==> src/rtl/pidt_pkg.sv <==
`timescale 1ns / 1ps
// ----------------------------------------------------------------------------
// pidt_pkg - shared types and constants of the trapezoidal PID controller
// Register indexes, fixed field widths, sequencer states and the control
// word of the serial multiplier.
// ----------------------------------------------------------------------------
package pidt_pkg;

  // Fixed field widths
  localparam int GAIN_W      = 32;          // Q16.16 gains
  localparam int PERIOD_W    = 32;          // Q0.32 sample period
  localparam int LIMIT_W     = 31;          // Q16.16 magnitude bound
  localparam int MUL_Y_W     = GAIN_W + 1;  // multiplier operand with sign slot
  localparam int ROUND_SHIFT = 16;          // Q.32 sum back to Q16.16
  localparam int INC_SHIFT   = 33;          // period scaling plus the halving

  // Configuration port
  localparam int CFG_IDX_W  = 3;
  localparam int CFG_DATA_W = 32;

  localparam logic [CFG_IDX_W-1:0] REG_PROP_GAIN     = 3'd0;
  localparam logic [CFG_IDX_W-1:0] REG_INTEG_GAIN    = 3'd1;
  localparam logic [CFG_IDX_W-1:0] REG_DERIV_GAIN    = 3'd2;
  localparam logic [CFG_IDX_W-1:0] REG_DRIVE_LIMIT   = 3'd3;
  localparam logic [CFG_IDX_W-1:0] REG_SAMPLE_PERIOD = 3'd4;

  localparam logic [LIMIT_W-1:0] LIMIT_RESET = '1;

  // Sequencer states
  typedef enum logic [2:0] {
    ST_IDLE,
    ST_SETUP,
    ST_INT_MUL,
    ST_P_MUL,
    ST_I_MUL,
    ST_D_MUL,
    ST_ROUND,
    ST_CLAMP
  } pidt_state_e;

  // Control word into the serial multiplier
  typedef struct packed {
    logic start;
    logic y_signed;
  } mul_ctrl_t;

endpackage

==> src/rtl/pid_trapezoidal_controller.sv <==
`timescale 1ns / 1ps
// ----------------------------------------------------------------------------
// pid_trapezoidal_controller - discrete PID with trapezoidal integration
// One drive value per measurement/setpoint word, all in signed Q16.16.
// The four products run one after another on a shared bit-serial multiplier.
//
//   channel   dir  handshake                 payload
//   s_axis    in   tvalid/tready             tdata: measured, target
//   m_axis    out  tvalid/tready             tdata: drive; tuser: saturated
//   cfg       in   cfg_we_i (no wait)        cfg_idx_i, cfg_data_i
//
// A word passes from acceptance to the next acceptance through setup, four
// products of 33 serial multiplier steps plus a hand-off each, round, clamp
// and the idle state that takes the next word, so no new word is taken while
// one is in flight. The multiplier's 33-step loop takes most of that time.
// Reset clears the gains and period, sets the bound to its maximum and marks
// the first sample pending. The result sits in an output register, so a
// stalled m_axis only holds the clamp step once the next word is done.
// ----------------------------------------------------------------------------
module pid_trapezoidal_controller #(
  parameter int DATA_WIDTH  = 32,
  parameter int INTEG_WIDTH = 48
) (
  input  logic                                     clk_i,
  input  logic                                     rst_ni,
  // tdata: [DATA_WIDTH-1:0] measured_value, [2*DATA_WIDTH-1:DATA_WIDTH] target_value
  input  logic                                     s_axis_tvalid,
  output logic                                     s_axis_tready,
  input  logic [((2*DATA_WIDTH+7)/8)*8-1:0]        s_axis_tdata,
  // tdata: [DATA_WIDTH-1:0] drive_value
  output logic                                     m_axis_tvalid,
  input  logic                                     m_axis_tready,
  output logic [((DATA_WIDTH+7)/8)*8-1:0]          m_axis_tdata,
  // tuser: [0] drive_saturated
  output logic [0:0]                               m_axis_tuser,
  input  logic                                     cfg_we_i,
  input  logic [pidt_pkg::CFG_IDX_W-1:0]           cfg_idx_i,
  input  logic [pidt_pkg::CFG_DATA_W-1:0]          cfg_data_i
);
  import pidt_pkg::*;

  localparam int DW    = DATA_WIDTH;
  localparam int IW    = INTEG_WIDTH;
  localparam int EW    = DW + 1;                       // error
  localparam int SW    = DW + 2;                       // error sum / difference
  localparam int XW    = (IW > DW + 3) ? IW : DW + 3;  // multiplicand
  localparam int PW    = XW + MUL_Y_W;                 // product
  localparam int AW    = PW + 2;                       // sum of three products
  localparam int RW    = AW - ROUND_SHIFT;             // rounded sum
  localparam int IMW   = DW + 1;                       // increment magnitude
  localparam int SUMW  = ((IW > SW) ? IW : SW) + 1;    // integral update
  localparam int OUT_W = ((DW + 7) / 8) * 8;

  // Configuration registers
  logic signed [GAIN_W-1:0] prop_gain_q;
  logic signed [GAIN_W-1:0] integ_gain_q;
  logic signed [GAIN_W-1:0] deriv_gain_q;
  logic [LIMIT_W-1:0]       drive_limit_q;
  logic [PERIOD_W-1:0]      sample_period_q;

  // Sequencer
  pidt_state_e state_q, state_d;
  mul_ctrl_t   mul_ctrl;
  logic        mul_done;
  logic signed [PW-1:0] mul_prod;
  logic signed [XW-1:0] mul_x;
  logic [GAIN_W-1:0]    mul_y;

  logic in_fire, acc_clear, int_upd, acc_add, do_round, clamp_fire;

  // Sample state
  logic                 started_q;
  logic                 first_q;
  logic signed [EW-1:0] e_q;
  logic signed [EW-1:0] last_q;
  logic [SW-1:0]        s_abs_q;
  logic                 s_neg_q;
  logic signed [SW-1:0] diff_q;
  logic signed [IW-1:0] integ_q;
  logic signed [AW-1:0] acc_q;

  // Output register
  logic          out_valid_q;
  logic [DW-1:0] out_drive_q;
  logic          out_sat_q;

  // --------------------------------------------------------------------------
  // Configuration writes
  always_ff @(posedge clk_i or negedge rst_ni) begin
    if (!rst_ni) begin
      prop_gain_q     <= '0;
      integ_gain_q    <= '0;
      deriv_gain_q    <= '0;
      drive_limit_q   <= LIMIT_RESET;
      sample_period_q <= '0;
    end else if (cfg_we_i) begin
      unique case (cfg_idx_i)
        REG_PROP_GAIN:     prop_gain_q     <= cfg_data_i[GAIN_W-1:0];
        REG_INTEG_GAIN:    integ_gain_q    <= cfg_data_i[GAIN_W-1:0];
        REG_DERIV_GAIN:    deriv_gain_q    <= cfg_data_i[GAIN_W-1:0];
        REG_DRIVE_LIMIT:   drive_limit_q   <= cfg_data_i[LIMIT_W-1:0];
        REG_SAMPLE_PERIOD: sample_period_q <= cfg_data_i[PERIOD_W-1:0];
        default: ;
      endcase
    end
  end

  // --------------------------------------------------------------------------
  // Sequencer: next state
  always_comb begin
    state_d = state_q;
    unique case (state_q)
      ST_IDLE:    if (s_axis_tvalid) state_d = ST_SETUP;
      ST_SETUP:   state_d = ST_INT_MUL;
      ST_INT_MUL: if (mul_done) state_d = ST_P_MUL;
      ST_P_MUL:   if (mul_done) state_d = ST_I_MUL;
      ST_I_MUL:   if (mul_done) state_d = ST_D_MUL;
      ST_D_MUL:   if (mul_done) state_d = ST_ROUND;
      ST_ROUND:   state_d = ST_CLAMP;
      ST_CLAMP:   if (!out_valid_q || m_axis_tready) state_d = ST_IDLE;
      default:    state_d = ST_IDLE;
    endcase
  end

  // Sequencer: strobes
  always_comb begin
    s_axis_tready = 1'b0;
    mul_ctrl      = '0;
    acc_clear     = 1'b0;
    int_upd       = 1'b0;
    acc_add       = 1'b0;
    do_round      = 1'b0;
    clamp_fire    = 1'b0;
    unique case (state_q)
      ST_IDLE: s_axis_tready = 1'b1;
      ST_SETUP: begin
        mul_ctrl.start = 1'b1;
        acc_clear      = 1'b1;
      end
      ST_INT_MUL: begin
        int_upd           = mul_done;
        mul_ctrl.start    = mul_done;
        mul_ctrl.y_signed = 1'b1;
      end
      ST_P_MUL, ST_I_MUL: begin
        acc_add           = mul_done;
        mul_ctrl.start    = mul_done;
        mul_ctrl.y_signed = 1'b1;
      end
      ST_D_MUL: acc_add = mul_done;
      ST_ROUND: do_round = 1'b1;
      ST_CLAMP: clamp_fire = !out_valid_q || m_axis_tready;
      default: ;
    endcase
  end

  assign in_fire = s_axis_tvalid & s_axis_tready;

  always_ff @(posedge clk_i or negedge rst_ni) begin
    if (!rst_ni) begin
      state_q <= ST_IDLE;
    end else begin
      state_q <= state_d;
    end
  end

  // --------------------------------------------------------------------------
  // Multiplier operands, picked by the product being started
  always_comb begin
    unique case (state_q)
      ST_SETUP: begin
        mul_x = XW'(s_abs_q);
        mul_y = sample_period_q;
      end
      ST_P_MUL: begin
        mul_x = XW'(integ_q);
        mul_y = integ_gain_q;
      end
      ST_I_MUL: begin
        mul_x = XW'(diff_q);
        mul_y = deriv_gain_q;
      end
      default: begin
        mul_x = XW'(e_q);
        mul_y = prop_gain_q;
      end
    endcase
  end

  pidt_serial_mult #(
    .XW (XW)
  ) u_mult (
    .clk_i  (clk_i),
    .rst_ni (rst_ni),
    .ctrl_i (mul_ctrl),
    .x_i    (mul_x),
    .y_i    (mul_y),
    .done_o (mul_done),
    .prod_o (mul_prod)
  );

  // --------------------------------------------------------------------------
  // Error, error sum and difference of a new word
  logic signed [DW-1:0] meas, targ;
  logic signed [EW-1:0] e_new;
  logic signed [SW-1:0] s_new, diff_new, s_negated;

  always_comb begin
    meas      = s_axis_tdata[DW-1:0];
    targ      = s_axis_tdata[2*DW-1:DW];
    e_new     = EW'(targ) - EW'(meas);
    s_new     = SW'(e_new) + SW'(last_q);
    diff_new  = SW'(e_new) - SW'(last_q);
    s_negated = -s_new;
  end

  // Rounded integration step and saturating integral update
  logic [PW:0]            inc_round;
  logic [IMW-1:0]         inc_mag;
  logic signed [SW-1:0]   inc;
  logic signed [SUMW-1:0] integ_sum;
  logic                   integ_hi, integ_lo;
  logic signed [IW-1:0]   integ_next;

  always_comb begin
    inc_round  = {1'b0, mul_prod} + ((PW+1)'(1) << (INC_SHIFT - 1));
    inc_mag    = inc_round[INC_SHIFT +: IMW];
    inc        = s_neg_q ? -SW'(inc_mag) : SW'(inc_mag);
    integ_sum  = SUMW'(integ_q) + SUMW'(inc);
    integ_hi   = !integ_sum[SUMW-1] && (integ_sum[SUMW-2:IW-1] != '0);
    integ_lo   = integ_sum[SUMW-1] && (integ_sum[SUMW-2:IW-1] != '1);
    if (integ_hi) begin
      integ_next = {1'b0, {(IW-1){1'b1}}};
    end else if (integ_lo) begin
      integ_next = {1'b1, {(IW-1){1'b0}}};
    end else begin
      integ_next = integ_sum[IW-1:0];
    end
  end

  // Hold the first-sample flag
  always_ff @(posedge clk_i or negedge rst_ni) begin
    if (!rst_ni) begin
      started_q <= 1'b0;
    end else if (in_fire) begin
      started_q <= 1'b1;
    end
  end

  // Sample registers and accumulator
  always_ff @(posedge clk_i) begin
    if (in_fire) begin
      e_q     <= e_new;
      last_q  <= e_new;
      first_q <= !started_q;
      s_neg_q <= s_new[SW-1];
      s_abs_q <= s_new[SW-1] ? s_negated : s_new;
      diff_q  <= started_q ? diff_new : '0;
      if (!started_q) begin
        integ_q <= '0;
      end
    end
    if (int_upd && !first_q) begin
      integ_q <= integ_next;
    end
    priority if (acc_clear) begin
      acc_q <= '0;
    end else if (acc_add) begin
      acc_q <= acc_q + AW'(mul_prod);
    end else if (do_round) begin
      acc_q <= acc_q + (AW'(1) << (ROUND_SHIFT - 1));
    end
  end

  // --------------------------------------------------------------------------
  // Clamp the rounded sum to +/- bound
  logic signed [RW-1:0] rnd;
  logic signed [RW-1:0] lim;
  logic signed [RW:0]   margin;
  logic                 rnd_neg, sat;
  logic signed [RW-1:0] res;

  always_comb begin
    rnd     = acc_q[AW-1:ROUND_SHIFT];
    lim     = RW'({1'b0, drive_limit_q});
    rnd_neg = rnd[RW-1];
    margin  = rnd_neg ? ((RW+1)'(rnd) + (RW+1)'(lim)) : ((RW+1)'(rnd) - (RW+1)'(lim));
    sat     = rnd_neg ? margin[RW] : (!margin[RW] && (margin != '0));
    if (!sat) begin
      res = rnd;
    end else if (rnd_neg) begin
      res = -lim;
    end else begin
      res = lim;
    end
  end

  // Output register: load on clamp, drop when taken
  always_ff @(posedge clk_i or negedge rst_ni) begin
    if (!rst_ni) begin
      out_valid_q <= 1'b0;
    end else if (clamp_fire) begin
      out_valid_q <= 1'b1;
    end else if (m_axis_tready) begin
      out_valid_q <= 1'b0;
    end
  end

  always_ff @(posedge clk_i) begin
    if (clamp_fire) begin
      out_drive_q <= res[DW-1:0];
      out_sat_q   <= sat;
    end
  end

  assign m_axis_tvalid   = out_valid_q;
  assign m_axis_tdata    = OUT_W'(out_drive_q);
  assign m_axis_tuser[0] = out_sat_q;

endmodule

==> src/rtl/pidt_serial_mult.sv <==
`timescale 1ns / 1ps
// ----------------------------------------------------------------------------
// pidt_serial_mult - bit-serial signed multiplier
// Retires one multiplier bit per cycle: the partial product shifts right
// through hi/lo while the multiplier bits shift out of lo. The top multiplier
// bit carries negative weight when the operand is signed.
// ----------------------------------------------------------------------------
module pidt_serial_mult #(
  parameter int XW = 51
) (
  input  logic                                  clk_i,
  input  logic                                  rst_ni,
  input  pidt_pkg::mul_ctrl_t                   ctrl_i,
  input  logic signed [XW-1:0]                  x_i,
  input  logic [pidt_pkg::GAIN_W-1:0]           y_i,
  output logic                                  done_o,
  output logic signed [XW+pidt_pkg::MUL_Y_W-1:0] prod_o
);
  import pidt_pkg::*;

  localparam int CNT_W = $clog2(MUL_Y_W);

  logic signed [XW:0]   hi_q;
  logic [MUL_Y_W-1:0]   lo_q;
  logic signed [XW-1:0] x_q;
  logic [CNT_W-1:0]     cnt_q;
  logic                 busy_q;
  logic                 done_q;

  logic                 last_step;
  logic signed [XW+1:0] x_ext;
  logic signed [XW+1:0] addend;
  logic signed [XW+1:0] sum;
  logic [MUL_Y_W-1:0]   y_ext;

  // Add (or on the sign bit subtract) the multiplicand, then shift
  always_comb begin
    last_step = (cnt_q == CNT_W'(MUL_Y_W - 1));
    x_ext     = (XW+2)'(x_q);
    if (!lo_q[0]) begin
      addend = '0;
    end else if (last_step) begin
      addend = -x_ext;
    end else begin
      addend = x_ext;
    end
    sum   = (XW+2)'(hi_q) + addend;
    y_ext = {ctrl_i.y_signed & y_i[GAIN_W-1], y_i};
  end

  // Step counter and handshake
  always_ff @(posedge clk_i or negedge rst_ni) begin
    if (!rst_ni) begin
      busy_q <= 1'b0;
      done_q <= 1'b0;
      cnt_q  <= '0;
    end else begin
      done_q <= 1'b0;
      if (ctrl_i.start) begin
        busy_q <= 1'b1;
        cnt_q  <= '0;
      end else if (busy_q) begin
        cnt_q <= cnt_q + CNT_W'(1);
        if (last_step) begin
          busy_q <= 1'b0;
          done_q <= 1'b1;
        end
      end
    end
  end

  // Partial product and shifting multiplier
  always_ff @(posedge clk_i) begin
    if (ctrl_i.start) begin
      hi_q <= '0;
      lo_q <= y_ext;
      x_q  <= x_i;
    end else if (busy_q) begin
      hi_q <= sum[XW+1:1];
      lo_q <= {sum[0], lo_q[MUL_Y_W-1:1]};
    end
  end

  assign done_o = done_q;
  assign prod_o = {hi_q[XW-1:0], lo_q};

endmodule

==> config.mk <==
export PLATFORM = sky130hd
export DESIGN_NAME = pid_trapezoidal_controller
export DESIGN_NICKNAME = d
export VERILOG_FILES = /design/src/rtl/pidt_pkg.sv /design/src/rtl/pid_trapezoidal_controller.sv /design/src/rtl/pidt_serial_mult.sv
export SDC_FILE = /design/constraint.sdc
export NUM_CORES = 2
export LEC_CHECK = 0
export BUFFER_PORTS_ARGS = -buffer_cell sky130_fd_sc_hd__buf_4
export CORE_MARGIN = 2
export CORE_UTILIZATION = 45
export CTS_CLUSTER_DIAMETER = 200
export DETAILED_ROUTE_END_ITERATION = 10
export PLACE_DENSITY_LB_ADDON = 0.05
export SETUP_SLACK_MARGIN = 0.15
export SLEW_MARGIN = 25
export SYNTH_ARGS = -nofsm -noshare
export SYNTH_HDL_FRONTEND = slang
export SYNTH_SLANG_ARGS = --single-unit
export TNS_END_PERCENT = 10
==> constraint.sdc <==
create_clock -name clk_i -period 9.4 [get_ports clk_i]
set_clock_uncertainty 0.2 [all_clocks]
set_input_delay 0.47 -clock clk_i [delete_from_list [all_inputs] [get_ports clk_i]]
set_output_delay 0.47 -clock clk_i [all_outputs]
set_load 0.005 [all_outputs]
# After elaboration in Yosys (flattened, before gate mapping)
# Index checks and enable logic that the tools add are counted.
# totals
reg_bits,569
in_bits,104
out_inout_bits,35
word_cells,131
# classes
n_addsub,15
eq_ne,19
n_mux,44
bitwise_logic,3
n_reduce_logical,26
# ops
operator,n
two-way mux 48 bit,5
two-way mux 83 bit,2
case mux 48 bit (3 select lines),1
two-way mux 50 bit,2
two-way mux 33 bit,3
case mux 32 bit (3 select lines),1
"adder 83 x 17 -> 83 bit, second input constant",1
adder 83 x 81 -> 83 bit,1
adder 67 x 32 -> 68 bit,1
two-way mux 68 bit,1
nonzero test 68 bit,1
subtractor 67 x 32 -> 68 bit,1
"adder 66 x 33 -> 66 bit, second input constant",1
two-way mux 32 bit,2
adder 49 x 50 -> 50 bit,1
negation 48 -> 50 bit,1
adder 48 x 34 -> 49 bit,1
adder 33 x 33 -> 34 bit,1
two-way mux 34 bit,1
negation 33 -> 34 bit,1
negation 34 bit,1
subtractor 33 x 33 -> 34 bit,1
subtractor 32 x 32 -> 33 bit,1
negation 31 -> 32 bit,1
other kinds (22),74

# Depth between registers and ports, before layout
# depth
ltp_word,9
ltp_mapped,31
depth_no_buf,29

# Hierarchy
# Synthesis repeated with hierarchy kept, for this count alone.
# unflattened
cells_unflattened,5529
hier_area_um2,48203.7
# by_module_without_submodules
module,n_inst,cells_per_inst,area_each_um2,seq_area_each_um2
pid_trapezoidal_controller,1,4568,38881.0,11329.6
pidt_serial_mult,1,961,9322.7,3613.5

# Worst setup path after synthesis
# Ideal clock, no wire load.
# synth_timing
kind,reg-to-reg
from,reg u_mult.hi_q[2]
to,"reg integ_q[40], data pin"
setup_time_ps,272
t_arrival_ps,6621
required_ps,8928
slack_ps,2307
path_stages_with_launch,27
path_buffers,3
period_less_slack_ps,7093
path_cell_list,dfxtp_1 > clkbuf_1 > nand4_1 > nor2_1 > inv_1 > nor3_1 > and2_1 > clkbuf_1 > xnor2_1 > nand2b_1 > or2_2 > nand2b_1 > o21ai_0 > xor2_1 > ha_1 > nand3_1 > or2_2 > or4_1 > or2_2 > a31oi_1 > nor2_1 > o41ai_1 > a311o_1 > a31oi_1 > o31ai_2 > clkbuf_1 > o21ai_0
# synth_between
elab_chain_len,9
elab_cells_between_ends,11
cone_classes,add/sub: 3; mux: 4; bitwise: 1; reduce/logical: 3
# synth_lines
item,line,rtl
"start, declared",pidt_serial_mult.sv:23,logic signed [XW:0] hi_q;
"start signal, assigned",pidt_serial_mult.sv:79,hi_q <= sum[XW+1:1];
adder 66 x 33 -> 66 bit *,pid_trapezoidal_controller.sv:226,"inc_round = {1'b0, mul_prod} + ((PW+1)'(1) << (INC_SHIFT - 1));"
negation 33 -> 34 bit,pid_trapezoidal_controller.sv:228,inc = s_neg_q ? -SW'(inc_mag) : SW'(inc_mag);
two-way mux 34 bit *,pid_trapezoidal_controller.sv:228,
adder 48 x 34 -> 49 bit *,pid_trapezoidal_controller.sv:229,integ_sum = SUMW'(integ_q) + SUMW'(inc);
inverter 1 bit,pid_trapezoidal_controller.sv:231,integ_lo = integ_sum[SUMW-1] && (integ_sum[SUMW-2:IW-1] != '1);
logical AND 1 bit,pid_trapezoidal_controller.sv:231,
two-way mux 48 bit,pid_trapezoidal_controller.sv:234,end else if (integ_lo) begin
two-way mux 48 bit *,pid_trapezoidal_controller.sv:232,if (integ_hi) begin
two-way mux 48 bit *,pid_trapezoidal_controller.sv:263,if (int_upd && !first_q) begin
"end signal, assigned",pid_trapezoidal_controller.sv:264,integ_q <= integ_next;
"end, declared",pid_trapezoidal_controller.sv:79,logic signed [IW-1:0] integ_q;
# Every way passes the cells marked *; elsewhere a longest branch is shown, timed or not.
# A chain may end at the register's enable or synchronous reset.

# Final worst setup path
# layout_timing
from,reg u_mult.hi_q[0]
to,"reg integ_q[26], data pin"
# The elaborated chain is that of the path after synthesis.

==> impl_metrics.prom <==
# TYPE chip_impl_metric gauge
chip_impl_info{name="status",value="finished, final reports clean"} 1
chip_impl_metric{name="remaining_drc_errors",unit=""} 0
chip_impl_metric{name="tritoncts.num_buffers",unit=""} 73
chip_impl_metric{name="track_usage",unit=""} 0.2584
chip_impl_metric{name="post_synth_num_cell_types",unit=""} 102
chip_impl_info{name="rr_startpoint",value="u_mult.hi_q[0]$_SDFFE_PP0P_"} 1
chip_impl_info{name="crit_type",value="register to register"} 1
chip_impl_metric{name="seq_area_frac_synth",unit=""} 0.3159
chip_impl_metric{name="critical_path_peak_fanout",unit=""} 30
chip_impl_metric{name="leakage",unit="nW"} 21.98
chip_impl_metric{name="yosysWarningCount",unit=""} 0
chip_impl_metric{name="syn2layout_area_growth",unit="%"} 10.96
chip_impl_metric{name="ant_nets",unit=""} 0
chip_impl_metric{name="clkLatencyLatePin",unit="ns"} 0.65
chip_impl_metric{name="detail_route.first_pass.iterations",unit=""} 6
chip_impl_metric{name="total_power",unit="mW"} 7.326
chip_impl_metric{name="whs_path_depth",unit=""} 3
chip_impl_metric{name="die_width",unit="um"} 328.2
chip_impl_info{name="clock_tree.root_cell",value="clkbuf_16"} 1
chip_impl_metric{name="place_ws",unit="ns"} 1.114
chip_impl_metric{name="async_flop_share",unit=""} 0.3023
chip_impl_metric{name="layout_worst_path_cycle_share",unit=""} 0.8849
chip_impl_metric{name="rr_worst_depth",unit=""} 26
chip_impl_info{name="timing.hold.worst.class",value="input pin to register"} 1
chip_impl_metric{name="grt_pass1_vias",unit=""} 38834
chip_impl_metric{name="dieArea",unit="um2"} 107700
chip_impl_metric{name="synth_cells",unit=""} 5513
chip_impl_metric{name="instances_no_fill",unit=""} 6994
chip_impl_metric{name="floorplan.io_pins",unit=""} 139
chip_impl_metric{name="route.detailed.wl_per_inst",unit="um"} 20.29
chip_impl_info{name="yosys.area.top_type",value="edfxtp_1"} 1
chip_impl_metric{name="core_area",unit="um2"} 103900
chip_impl_metric{name="setup_viol_count_final",unit=""} 0
chip_impl_metric{name="cts-htree-levels",unit=""} 3
chip_impl_metric{name="wire_length_of_the_first_global_routing_pass",unit="mm"} 222.6
chip_impl_info{name="synth_area_leaders",value="edfxtp_1 17%, ha_1 9.3%, dfrtp_1 7.5%"} 1
chip_impl_metric{name="reg2reg_setup_slack",unit="ns"} 1.08
chip_impl_info{name="worst_setup_path_end_kind",value="register"} 1
chip_impl_info{name="synth_top_flop_cell",value="edfxtp_1"} 1
chip_impl_metric{name="numPlacedInstances",unit=""} 6821
chip_impl_info{name="hold_startpoint",value="s_axis_tdata[0]"} 1
chip_impl_metric{name="tns",unit="ns"} 0
chip_impl_metric{name="max-slew-margin-rel",unit=""} 0.3524
chip_impl_metric{name="dr.first_iter.drc_count",unit=""} 3152
chip_impl_metric{name="synth.avg_cell_area",unit="um2"} 8.579
chip_impl_metric{name="cts_resized",unit=""} 0
chip_impl_metric{name="layout-drive-gt1-share",unit=""} 0.1115
chip_impl_metric{name="initial_core_utilization",unit=""} 0.4551
chip_impl_metric{name="cts_hold_buffers",unit=""} 35
chip_impl_metric{name="timing.critical_path.required",unit="ns"} 9.57
chip_impl_metric{name="synth.cell_area",unit="um2"} 47300
chip_impl_metric{name="antenna_found_initial",unit=""} 2
chip_impl_metric{name="max_cap_viol_count",unit=""} 0
chip_impl_metric{name="final_max_slew_viol_count",unit=""} 0
chip_impl_info{name="critical-path-slowest-cell",value="o31ai_4"} 1
chip_impl_metric{name="clkSinkCount",unit=""} 569
chip_impl_info{name="cp-start-kind",value="register"} 1
chip_impl_info{name="hold_path_end",value="last_q[0]$_DFFE_PP_"} 1
chip_impl_metric{name="final-hold-violation-count",unit=""} 0
chip_impl_metric{name="flop_and_latch_count_out_of_synthesis",unit=""} 569
chip_impl_info{name="crit-reg2reg-capture",value="integ_q[26]$_SDFFCE_PN0P_"} 1
chip_impl_info{name="rsz_0062_raised_after_global_routing",value="false"} 1
chip_impl_metric{name="port_buffers",unit=""} 138
chip_impl_metric{name="routabilityCongestion",unit=""} 0.9458
chip_impl_metric{name="via_per_inst",unit=""} 5.829
chip_impl_metric{name="place.detailed.hpwl",unit="mm"} 109.6
chip_impl_metric{name="vdd.ir_drop.worst",unit="mV"} 0.1291
chip_impl_metric{name="timing.critical_path.slowest_cell_delay",unit="ns"} 0.69
chip_impl_metric{name="clk_pin_slew",unit="ns"} 0.06
chip_impl_metric{name="postCtsSetupRepairBufs",unit=""} 0
chip_impl_metric{name="clock.fmax",unit="MHz"} 120.2
chip_impl_metric{name="syn-num-nets",unit=""} 5975
chip_impl_metric{name="nNetsFinal",unit=""} 6013
chip_impl_metric{name="finalWirelength",unit="mm"} 141.9
chip_impl_metric{name="tightest_slew",unit="ns"} 0.9703
chip_impl_metric{name="post-route-min-period",unit="ns"} 8.318
chip_impl_metric{name="height_of_the_die",unit="um"} 328.2
chip_impl_metric{name="critical_path_arrival",unit="ns"} 8.49
chip_impl_metric{name="cts.path.max_buffers",unit=""} 3
chip_impl_metric{name="fin_ws",unit="ns"} 1.082
chip_impl_metric{name="row_count",unit=""} 118
chip_impl_metric{name="grt_start_max_net_pins",unit=""} 77
chip_impl_metric{name="synth_enable_flop_cells",unit=""} 265
chip_impl_metric{name="top_cell_type_s_share_of_synthesized_area",unit=""} 0.1682
chip_impl_metric{name="cellPowerDensity",unit="nW/um2"} 139.6
chip_impl_info{name="tritoncts",value="done"} 1
chip_impl_metric{name="overflow",unit=""} 0
chip_impl_metric{name="vias",unit=""} 40768
[logic make-up after synthesis]
| kind of cell | count (synthesis) | synth area share |
|---|---|---|
| multiplexers | 237 | 0.05722 |
| XOR/XNOR | 503 | 0.09370 |
| flip-flops | 569 | 0.3159 |
| AND/OR/NAND/NOR | 1692 | 0.1729 |
| buffers and inverters | 491 | 0.03965 |
| AO/OA/AOI/OAI | 1656 | 0.2233 |
| adder cells (fa/ha/maj) | 365 | 0.09732 |
[per-stage QoR]
step / hold WS (ns) / util / cell area (um2)
2_1_floorplan: -0.02559 / - / 47300
3_3_place_gp: 0.2430 / 0.4775 / 49630
3_5_place_dp: 0.2527 / 0.4775 / 49630
4_1_cts: 0.05067 / 0.5048 / 52470
5_1_grt: 0.08010 / 0.5049 / 52480
6_report: 0.08306 / 0.5049 / 52480
[critical path: cells and delay by family (launching register included)]
kind / cells / cell delay, ns
AOI/OAI and AO/OA: 6 / 2.50
and+or+nand+nor: 13 / 3.45
DFF: 1 / 0.43
adders and majority gates: 2 / 0.71
xor gates and xnor gates: 2 / 0.31
buffers and inverters: 3 / 0.45
[state kept, by name, indices dropped and copies added (netlist names), 3 cells and up]
signal	count
drive_limit_q	31
acc_q	83
u_mult.hi_q	49
m_axis_tdata	32
u_mult.lo_q	33
integ_gain_q	32
last_q	33
u_mult.x_q	48
integ_q	48
sample_period_q	32
s_abs_q	34
state_q	3
u_mult.cnt_q	6
diff_q	34
deriv_gain_q	32
prop_gain_q	32
[Yosys cell counts (52+ instances only)]
cell,count
a211oi_1,80
a21o_1,165
a21oi_1,542
a31oi_1,72
and2_1,77
and3_1,76
clkbuf_1,235
dfrtp_1,141
dfxtp_1,132
edfxtp_1,265
ha_1,351
inv_1,215
mux2_2,171
nand2_1,410
nand2b_1,66
nand3_1,131
nand4_1,68
nor2_1,497
nor2b_1,84
nor3_1,103
o21a_1,52
o21ai_0,337
xnor2_1,316
xor2_1,185
[cell usage in the layout, fill, tap and decap left out, drive strengths merged, types with 17 or more instances in the layout]
cell type,instances
a21oi,544
nor2,499
nand2,412
ha,351
o21ai,341
xnor2,318
edfxtp,265
inv,221
buf,200
mux2,195
xor2,185
a21o,165
dfrtp,141
dfxtp,132
nand3,131
clkbuf,104
nor3,103
nor2b,84
a211oi,80
and2,77
and3,76
a31oi,72
nand4,68
nand2b,66
o21a,52
or3,47
a221oi,46
mux2i,42
o21bai,41
a221o,41
a22oi,39
nor4,37
dlygate4sd3,35
o31ai,33
dfstp,31
or2,27
o211ai,23
clkinv,23
o31a,22
or4,17
[how the worst max path moves through the flow]
stage                                      startpoint                        end  slack [ns]  depth (start not counted)
after floorplan           u_mult.hi_q[2]$_SDFFE_PP0P_  integ_q[40]$_SDFFCE_PN0P_        2.31                         26
after global placement    u_mult.hi_q[0]$_SDFFE_PP0P_   integ_q[4]$_SDFFCE_PN0P_        1.30                         26
after detailed placement  u_mult.hi_q[0]$_SDFFE_PP0P_  integ_q[26]$_SDFFCE_PN0P_        1.11                         26
after CTS                 u_mult.hi_q[0]$_SDFFE_PP0P_  integ_q[26]$_SDFFCE_PN0P_        1.12                         26
after global routing      u_mult.hi_q[2]$_SDFFE_PP0P_  integ_q[26]$_SDFFCE_PN0P_        0.38                         25
final                     u_mult.hi_q[0]$_SDFFE_PP0P_  integ_q[26]$_SDFFCE_PN0P_        1.08                         26
[layer usage]
metal	share of wire	track usage
met1	0.47	0.3623
met2	0.46	0.4243
met3	0.042	0.02651
met4	0.023	0.06839
met5	0.000092	0
[power breakdown]
group	internal (mW)	switching, mW
registers	2.83	0.138
logic	0.677	0.802
clock network	1.71	1.17
[cell type report]
class | count | area (um2)
tap | 1380 | 1727
clock inverter | 32 | 350.3
clock buffer | 104 | 2137
timing repair buffer | 235 | 1868
sequential | 569 | 14950
antenna | 2 | 5.005
inverter | 219 | 827.0
multi-input combinational | 4453 | 30620
fill | 10050 | 51460
No activity file was read; power rests on OpenSTA's default activity.
